File: src/hdl/fbl_pkg.sv
`timescale 1ns / 1ps

package fbl_pkg;

    localparam int SAMPLE_W   = 16;
    localparam int CENTERED_W = 17;
    localparam int FILT_W     = 18;
    localparam int Y_W        = 32;
    localparam int COEF_W     = 16;
    localparam int FB1_W      = 17;

    localparam int CFG_IDX_W  = 3;
    localparam int CFG_DATA_W = 17;

    localparam logic [CFG_IDX_W-1:0] REG_INPUT_BIAS = 3'd0;
    localparam logic [CFG_IDX_W-1:0] REG_FF_COEF_0  = 3'd1;
    localparam logic [CFG_IDX_W-1:0] REG_FF_COEF_1  = 3'd2;
    localparam logic [CFG_IDX_W-1:0] REG_FF_COEF_2  = 3'd3;
    localparam logic [CFG_IDX_W-1:0] REG_FB_COEF_1  = 3'd4;
    localparam logic [CFG_IDX_W-1:0] REG_FB_COEF_2  = 3'd5;

    localparam logic signed [SAMPLE_W-1:0] BIAS_RESET = 16'sd515;
    localparam logic [COEF_W-1:0]          FF0_RESET  = 16'd10232;
    localparam logic [COEF_W-1:0]          FF1_RESET  = 16'd20463;
    localparam logic [COEF_W-1:0]          FF2_RESET  = 16'd10232;
    localparam logic [FB1_W-1:0]           FB1_RESET  = 17'd63208;
    localparam logic [COEF_W-1:0]          FB2_RESET  = 16'd30520;

    localparam int SCALE_DEFAULT    = 200;
    localparam int FF_SHIFT_DEFAULT = 24;
    localparam int FB_SHIFT_DEFAULT = 15;

    typedef struct packed {
        logic signed [SAMPLE_W-1:0] input_bias;
        logic [COEF_W-1:0]          ff_coef_0;
        logic [COEF_W-1:0]          ff_coef_1;
        logic [COEF_W-1:0]          ff_coef_2;
        logic [FB1_W-1:0]           fb_coef_1;
        logic [COEF_W-1:0]          fb_coef_2;
    } cfg_t;

endpackage

File: src/hdl/fbl_cfg_regs.sv
`timescale 1ns / 1ps

module fbl_cfg_regs (
    input  logic                             aclk,
    input  logic                             aresetn,
    input  logic                             cfg_valid,
    output logic                             cfg_ready,
    input  logic [fbl_pkg::CFG_IDX_W-1:0]    cfg_index,
    input  logic [fbl_pkg::CFG_DATA_W-1:0]   cfg_data,
    output fbl_pkg::cfg_t                    cfg
);

    fbl_pkg::cfg_t cfg_reg, cfg_next;

    assign cfg_ready = 1'b1;
    assign cfg       = cfg_reg;

    always_comb begin
        cfg_next = cfg_reg;
        if (cfg_valid) begin
            unique case (cfg_index)
                fbl_pkg::REG_INPUT_BIAS: cfg_next.input_bias = cfg_data[fbl_pkg::SAMPLE_W-1:0];
                fbl_pkg::REG_FF_COEF_0:  cfg_next.ff_coef_0  = cfg_data[fbl_pkg::COEF_W-1:0];
                fbl_pkg::REG_FF_COEF_1:  cfg_next.ff_coef_1  = cfg_data[fbl_pkg::COEF_W-1:0];
                fbl_pkg::REG_FF_COEF_2:  cfg_next.ff_coef_2  = cfg_data[fbl_pkg::COEF_W-1:0];
                fbl_pkg::REG_FB_COEF_1:  cfg_next.fb_coef_1  = cfg_data[fbl_pkg::FB1_W-1:0];
                fbl_pkg::REG_FB_COEF_2:  cfg_next.fb_coef_2  = cfg_data[fbl_pkg::COEF_W-1:0];
                default: ;
            endcase
        end
    end

    always_ff @(posedge aclk) begin
        if (!aresetn) begin
            cfg_reg.input_bias <= fbl_pkg::BIAS_RESET;
            cfg_reg.ff_coef_0  <= fbl_pkg::FF0_RESET;
            cfg_reg.ff_coef_1  <= fbl_pkg::FF1_RESET;
            cfg_reg.ff_coef_2  <= fbl_pkg::FF2_RESET;
            cfg_reg.fb_coef_1  <= fbl_pkg::FB1_RESET;
            cfg_reg.fb_coef_2  <= fbl_pkg::FB2_RESET;
        end else begin
            cfg_reg <= cfg_next;
        end
    end

endmodule

File: config.mk
export PLATFORM = sky130hd
export DESIGN_NAME = fbl_cfg_regs
export DESIGN_NICKNAME = d
export VERILOG_FILES = /design/src/hdl/fbl_pkg.sv /design/src/hdl/fbl_cfg_regs.sv
export SDC_FILE = /design/constraint.sdc
export NUM_CORES = 1
export LEC_CHECK = 0
export BUFFER_PORTS_ARGS = -buffer_cell sky130_fd_sc_hd__buf_2
export CAP_MARGIN = 25
export CORE_UTILIZATION = 45
export DETAILED_ROUTE_END_ITERATION = 10
export PLACE_DENSITY = 0.75
export SLEW_MARGIN = 40
export SYNTH_ARGS = -nofsm -noshare
export SYNTH_HDL_FRONTEND = slang
export SYNTH_SLANG_ARGS = --single-unit
File: constraint.sdc
create_clock -name aclk -period 1.2 [get_ports aclk]
set_clock_uncertainty 0.15 [all_clocks]
set_input_delay 0.06 -clock aclk [delete_from_list [all_inputs] [get_ports aclk]]
set_output_delay 0.06 -clock aclk [all_outputs]
set_load 0.01 [all_outputs]
==> results of run 1 <==
-- synth_stat cells --
cell type / number / area [µm²]
mux2i_1: 97 / 970.9
nand2_1: 61 / 229.0
nand4b_1: 2 / 17.52
nor2b_1: 68 / 425.4
clkbuf_1: 14 / 52.55
nor4bb_1: 3 / 30.03
nand4bb_1: 2 / 22.52
dfxtp_1: 97 / 1942
nor4b_1: 1 / 8.760
buf_6: 1 / 11.26
conb_1: 1 / 3.750
buf_2: 10 / 50.05
buf_4: 3 / 22.52
or4b_1: 1 / 10.01
-- layer usage --
metal / part of all wire / up-vias / GRT usage
met2: 0.47 / 83 / 0.3388
met1: 0.46 / 1397 / 0.2697
met5: 0 / - / 0
met3: 0.045 / 18 / 0.04693
li1: - / 1466 / -
met4: 0.024 / 0 / 0.08846
-- final timing paths --
kind | from | endpoint | slack (ps) | depth (start not counted)
max | cfg_data[6] | cfg[39] | 100 | 4
min | aresetn | cfg[23] | 60 | 3
max reg2reg | cfg[78] | cfg[78] | 350 | 2
min reg2reg | cfg[67] | cfg[67] | 310 | 2
-- area by class of cell --
| class | instances | area [µm²] | share of cell area |
|---|---|---|---|
| clock buffers | 10 | 137.6 | 0.02727 |
| clock inverters | 6 | 67.56 | 0.01339 |
| multi-input cells | 236 | 1742 | 0.3452 |
| flip-flops and latches | 97 | 1942 | 0.3848 |
| well taps | 105 | 131.4 | 0.02604 |
| repair buffers | 160 | 1026 | 0.2033 |
-- worst reg2reg max path: cells and delay by family, from the launching register on --
family,cells,cell delay (ps)
flip-flops,1,330
multiplexers,1,110
AND/OR/NAND/NOR,1,130
-- kinds of logic (layout without fill, tap and decap cells) --
kind of cell	after synthesis	in the layout	synth area share
buf+inv	28	176	0.03593
flops	97	97	0.5115
simple gates	138	138	0.1958
mux	97	97	0.2558
other cells	1	1	0.0009878
-- power by group through the flow --
stage	combinational (µW)	clock (µW)	sequential [µW]
2_1_floorplan	260	0	3430
3_3_place_gp	532	0	3400
3_5_place_dp	545	0	3400
4_1_cts	592	2200	3330
5_1_grt	639	2360	3340
6_report	594	2160	3330
-- metrics by stage --
step / utilization / setup slack, ps / hold slack (ps)
floorplan: - / 34.76 / 52.12
global placement: 0.5698 / -134.7 / 164.3
CTS: 0.6169 / 47.96 / 46.24
detailed placement: 0.5698 / -152.2 / 175.4
finish: 0.6172 / 102.6 / 55.00
global route: 0.6172 / 69.76 / 53.29
-- repair_timing --
action                     CTS  global route
resized for setup            0             1
hold endpoints to repair    97             0
setup endpoints to repair    0             1
hold buffers                18             0
==> impl_metrics.tcl, run 1 <==
set metrics [dict create \
    clk_pin_slew_worst_paths_ps 100 \
    rows 33 \
    p_sw_frac 0.2421 \
    cts_buffers 9 \
    path_class "input port to register" \
    portBuffers 119 \
    status "finished, final reports clean" \
    antennaDiodeCount 0 \
    synth_cell_type_count 14 \
    syn_area_per_cell_um2 10.52 \
    p_int_uw 4605 \
    fillerInstances 702 \
    die_w_um 93.85 \
    pwr-share-comb 0.098 \
    synthCells 361 \
    most-common-layout-cells "buf_2 (118), mux2i_1 (97), dfxtp_1 (97), nor2b_1 (67), nand2_1 (61)" \
    grt_pass1_vias 2862 \
    power_frac_clock 0.355 \
    leakagePower_uw 0.002432 \
    cts_tree "built" \
    fin_crit_ps 1097 \
    synthesis.nets 384 \
    ioPinCount 121 \
    cp-start-kind "input port" \
    power_frac_seq 0.547 \
    hold_viol_final 0 \
    syn-cell-area_um2 3796 \
    cts_setup_buffers 0 \
    initial_utilization 0.4643 \
    firstDrtPassIters 4 \
    ys_warn_count 0 \
    slowest_delay_ps 530 \
    hold_path.class "input port to register" \
    critPathMaxFanout 4 \
    slew_viol_final 0 \
    grt_setup_unrepaired "false" \
    clock-root-buffer "clkbuf_8" \
    largest_register_ffs 97 \
    vias 2964 \
    routed_wl_um 9212 \
    placedCellCount 580 \
    core_area_um2 8175 \
    grt_pass1_wl_um 14060 \
    die_area_um2 8807 \
    drcViolationCount 0 \
    max_cap_violations 0 \
    viasPerCell 4.827 \
    cts.htree.levels 3 \
    antenna_found_initial 0 \
    power.density_nw_per_um2 1204 \
    p_sw_uw 1471 \
    cts.sinks 97 \
    grt_max_degree 50 \
    ys_seq_elements 97 \
    die_y_um 93.85 \
    layout-drive-gt1-share 0.3163 \
    power.total_uw 6077 \
    placed_area_um2 4658 \
    nNetsFinal 527 \
    grt-ovfl-total 0 \
    grt_usage 0.2102 \
    irDropWorstVdd_mv 0.6035 \
    fin_setup_tns_ps 0 \
    cpMaxStageDelayCell "dlygate4sd3_1" \
    worstSetupEndpointType "register" \
    fmax_mhz 911.3 \
    cp_top_family "buffers and inverters" \
    insertion_delay_ps 350 \
    required_ps 1280 \
    synth-seq-area-share 0.5115 \
    hpwl_um 6539 \
    final_area_um2 5046 \
    drt_iter0_drc 89 \
    period_share 0.9145 \
    cp_cell_sequence "dlygate4sd3_1, buf_2, nor2b_1, mux2i_1" \
    syn2layout_area_growth_pct 32.93 \
    place.gp.congestion 0.8189 \
    crit_arrival_ps 1180 \
    path_buf_inv 2 \
    setup_viol 0 \
    fin_cells 614 \
    antenna_left 0 \
    cts_buffer_depth 2 \
    layout_commonest_cell "buf_2" \
    wl_per_cell_um 15.00 \
]
Note: power is estimated with default switching activity, not from simulation.
==> inputs of run 2 (changes only) <==
--- a/config.mk
+++ b/config.mk
@@ -5,7 +5,7 @@
 export SDC_FILE = /design/constraint.sdc
 export NUM_CORES = 1
 export LEC_CHECK = 0
-export BUFFER_PORTS_ARGS = -buffer_cell sky130_fd_sc_hd__buf_2
+export BUFFER_PORTS_ARGS = -buffer_cell sky130_fd_sc_hd__clkbuf_2
 export CAP_MARGIN = 25
 export CORE_UTILIZATION = 45
 export DETAILED_ROUTE_END_ITERATION = 10
==> impl_metrics.tcl, run 2 (synthesis gave the netlist of run 1 again) <==
set metrics [dict create \
    whs_path_depth 3 \
    insertion_delay_ps 360 \
    viasPerCell 4.849 \
    rows 33 \
    nNetsFinal 530 \
    grt_pass1_vias 2942 \
    ctsResizeCount 0 \
    hold_path.class "input port to register" \
    portBuffers 119 \
    layout_commonest_cell "clkbuf_2" \
    timing.hold.ws_ps 26.30 \
    status "finished, final reports clean" \
    grt-ovfl-total 0 \
    reg2reg_to "cfg[56]" \
    hold_viol_final 0 \
    placedCellCount 584 \
    clock-root-buffer "clkbuf_8" \
    ioPinCount 121 \
    most-common-layout-cells "clkbuf_2 (118), mux2i_1 (97), dfxtp_1 (97), nor2b_1 (68), nand2_1 (61)" \
    fin_crit_ps 1104 \
    fin_cells 616 \
    worst-r2r-cell-count 2 \
    power.total_uw 5894 \
    crit_arrival_ps 1180 \
    core_area_um2 8175 \
    required_ps 1280 \
    min_from "aresetn" \
    die_w_um 93.85 \
    hpwl_um 6666 \
    clk_pin_slew_worst_paths_ps 90 \
    grt_usage 0.2160 \
    syn2layout_area_growth_pct 31.77 \
    fillerInstances 705 \
    die_area_um2 8807 \
    drt_iter0_drc 86 \
    cp-start-kind "input port" \
    fmax_mhz 905.9 \
    wl_per_cell_um 14.82 \
    drcViolationCount 0 \
    cts.sinks 97 \
    cts_tree "built" \
    worstSetupEndpointType "register" \
    die_y_um 93.85 \
    firstDrtPassIters 4 \
    grt_pass1_wl_um 14410 \
    cts_buffer_depth 2 \
    period_share 0.9199 \
    critPathMaxFanout 4 \
    cts_setup_buffers 0 \
    rrSetupSlack_ps 390 \
    routed_wl_um 9130 \
    path_class "input port to register" \
    fin_setup_tns_ps 0 \
    initial_utilization 0.4643 \
    antenna_found_initial 0 \
    irDropWorstVdd_mv 0.4784 \
    grt_setup_unrepaired "false" \
    antenna_left 0 \
    hold_end "cfg[72]" \
    r2r_start "cfg[56]" \
    place.gp.congestion 0.8413 \
    layout-drive-gt1-share 0.3170 \
    leakagePower_uw 0.002460 \
    max_cap_violations 0 \
    grt_max_degree 47 \
    cts_buffers 9 \
    slew_viol_final 0 \
    cts.htree.levels 3 \
    power.density_nw_per_um2 1178 \
    vias 2987 \
    largest_register_ffs 97 \
    antennaDiodeCount 0 \
    setup_viol 0 \
]
-- run 2: cell types whose count changed in the layout (fill, tap and decap cells not counted), sizes merged --
cell and change:
buf -114, bufinv -1, clkbuf +121, clkinv -2
clkinvlp -1, dlygate4sd3 -1
-- run 2: metrics by stage --
step / setup slack [ps] / util / area (µm²)
after floorplan: 34.76 / - / 3796
after global placement: -117.7 / 0.5689 / 4651
after detailed placement: -118.0 / 0.5689 / 4651
after CTS: 107.1 / 0.6119 / 5002
after global routing: 32.06 / 0.6119 / 5002
final: 96.09 / 0.6119 / 5002
-- run 2: worst max path at each step --
stage	end	slack, ps	start	cells past startpoint
floorplan	cfg[90]	30	cfg_index[1]	3
global placement	cfg[92]	-120	cfg_index[1]	4
detailed placement	cfg[92]	-120	cfg_index[1]	4
CTS	cfg[78]	110	cfg[78]	1
global route	cfg[29]	30	cfg_data[13]	4
finish	cfg[13]	100	cfg_data[13]	4
-- run 2: what timing repair did --
| item | CTS | global route |
|---|---|---|
| hold buffers | 17 | 0 |
| hold endpoints to repair | 96 | 0 |
| setup endpoints to repair | 0 | 0 |
-- run 2: power by group --
part | total (µW) | internal, µW | leakage, µW | switching, µW
clock | 1980 | 911 | 0.0000915 | 1070
combinational | 582 | 285 | 0.00158 | 297
sequential | 3330 | 3290 | 0.000787 | 40.5
-- run 2: critical path, stage by stage --
cell	delay, ps
dlygate4sd3_1	550
clkbuf_2	120
nor2b_1	320
mux2i_1	130
-- run 2: final cells by class --
| cell class | count | area [µm²] | area share |
|---|---|---|---|
| sequential | 97 | 1942 | 0.3882 |
| timing repair buffer | 163 | 1008 | 0.2016 |
| clock buffer | 13 | 168.9 | 0.03377 |
| clock inverter | 2 | 12.51 | 0.002501 |
| tap | 105 | 131.4 | 0.02626 |
| multi-input combinational | 236 | 1739 | 0.3477 |
-- run 2: routing by layer --
| metal | GRT usage | routed length [µm] |
|---|---|---|
| met2 | 0.3528 | 4241 |
| met4 | 0.1064 | 228 |
| met5 | 0 | 0 |
| met3 | 0.03236 | 414 |
| met1 | 0.2772 | 4246 |
==> inputs of run 3 (changes only) <==
--- a/config.mk
+++ b/config.mk
@@ -7,6 +7,7 @@
 export LEC_CHECK = 0
 export BUFFER_PORTS_ARGS = -buffer_cell sky130_fd_sc_hd__clkbuf_2
 export CAP_MARGIN = 25
+export CORE_ASPECT_RATIO = 1.4
 export CORE_UTILIZATION = 45
 export DETAILED_ROUTE_END_ITERATION = 10
 export PLACE_DENSITY = 0.75
==> impl_metrics.tcl, run 3 (synthesis gave the netlist of run 1 again) <==
set metrics [dict create \
    ioPinCount 121 \
    clock-root-buffer "clkbuf_16" \
    fin_crit_ps 1065 \
    cp_cell_sequence "clkbuf_2" \
    max_cap_violations 0 \
    period_share 0.8875 \
    drcViolationCount 0 \
    setup_viol 0 \
    hold_viol_final 0 \
    cts.htree.levels 3 \
    clk_pin_slew_worst_paths_ps 70 \
    fmax_mhz 938.9 \
    slowest_delay_ps 360 \
    nNetsFinal 533 \
    portBuffers 119 \
    grt_setup_unrepaired "false" \
    worstSetupEndpointType "output pin" \
    antenna_found_initial 0 \
    rows 39 \
    viasPerCell 4.848 \
    grt-ovfl-total 0 \
    final_core_util 0.6350 \
    grt_max_degree 34 \
    initial_utilization 0.4658 \
    wl_per_cell_um 14.93 \
    cts_buffers 9 \
    insertion_delay_ps 340 \
    status "finished, final reports clean" \
    path_class "register to output pin" \
    routed_wl_um 9209 \
    place.gp.congestion 0.8013 \
    leakagePower_uw 0.002529 \
    core_area_um2 8149 \
    drt_iter0_drc 116 \
    power.density_nw_per_um2 1281 \
    cts.sinks 97 \
    firstDrtPassIters 4 \
    cp-start-kind "register" \
    slew_viol_final 0 \
    antenna_left 0 \
    required_ps 990 \
    layout-drive-gt1-share 0.3262 \
    most-common-layout-cells "clkbuf_2 (118), mux2i_1 (97), dfxtp_1 (97), nor2b_1 (68), nand2_1 (61)" \
    hpwl_um 6625 \
    largest_register_ffs 97 \
    vias 2991 \
    cts_buffer_depth 2 \
    power.total_uw 6629 \
    grt_pass1_vias 2997 \
    syn2layout_area_growth_pct 36.32 \
    timing.hold.ws_ps 29.73 \
    layout_commonest_cell "clkbuf_2" \
    crit_arrival_ps 860 \
    hold_path.class "input port to register" \
    grt_pass1_wl_um 14620 \
    critPathMaxFanout 2 \
    irDropWorstVdd_mv 0.8391 \
    antennaDiodeCount 0 \
    die_w_um 79.63 \
    path_buf_inv 1 \
    cp_top_family "flip-flops" \
    grt_usage 0.2205 \
    cpMaxStageDelayCell "dfxtp_1" \
    die_y_um 110.7 \
    cts_tree "built" \
    die_area_um2 8813 \
    cts_setup_buffers 0 \
    placedCellCount 584 \
    fin_cells 617 \
]
==> run 3: cell types whose count changed in the layout (fill, tap and decap cells not counted) <==
cell and change:
clkbuf_1 -1, clkbuf_8 -12, nor4bb_1 -1, clkinvlp_4 +2
clkbuf_16 +9, buf_4 -1, clkinv_4 +1, inv_6 +2
nor4bb_2 +1, buf_12 +4
==> run 3: tightest hold or removal path, cell delays in order <==
cell     delay [ps]
buf_4           140
buf_12          150
nand2_1          60
mux2i_1          50
==> run 3: report_power, final <==
part	switching (µW)	internal (µW)	leakage, µW	total [µW]
clock	1270	1420	0.000128	2690
sequential	39.3	3290	0.000787	3330
combinational	302	304	0.00161	606
total	1620	5010	0.00253	6630
==> run 3: final timing paths <==
check | cells after the start | end | start | slack [ps]
setup / recovery | 1 | cfg[28] | cfg[28] | 130
setup reg to reg | 2 | cfg[46] | cfg[46] | 380
hold reg to reg | 2 | cfg[24] | cfg[24] | 310
hold / removal | 4 | cfg[89] | aresetn | 30
==> run 3: layout make-up <==
class	instances	area, µm²
Clock buffer	9	225.2
Clock inverter	7	53.80
Fill cell	665	2974
Multi-Input combinational cell	236	1745
Sequential cell	97	1942
Tap cell	102	127.6
Timing Repair Buffer	166	1081
==> run 3: repair_timing <==
| item | in CTS | in global routing |
|---|---|---|
| hold buffers | 17 | 0 |
| resized for setup | 0 | 0 |
| hold endpoints to repair | 95 | 0 |
==> run 3: routing by layer <==
metal  part of all wire  global-route usage  wire length [µm]  vias up
met2               0.50              0.3812              4645       99
met3              0.047             0.03621               429       27
met4              0.037              0.1285               338        0
li1                   -                   -                 -     1486
met5                  0                   0                 0        -
met1               0.41              0.2482              3796     1379
==> run 3: through the flow <==
stage	area, µm²	setup slack [ps]	TNS (ps)
finish	5175	135.0	0
global route	5175	60.53	0
CTS	5175	127.3	0
detailed placement	4726	-128.0	-4156
global placement	4726	-109.9	-2732
floorplan	3796	34.76	0
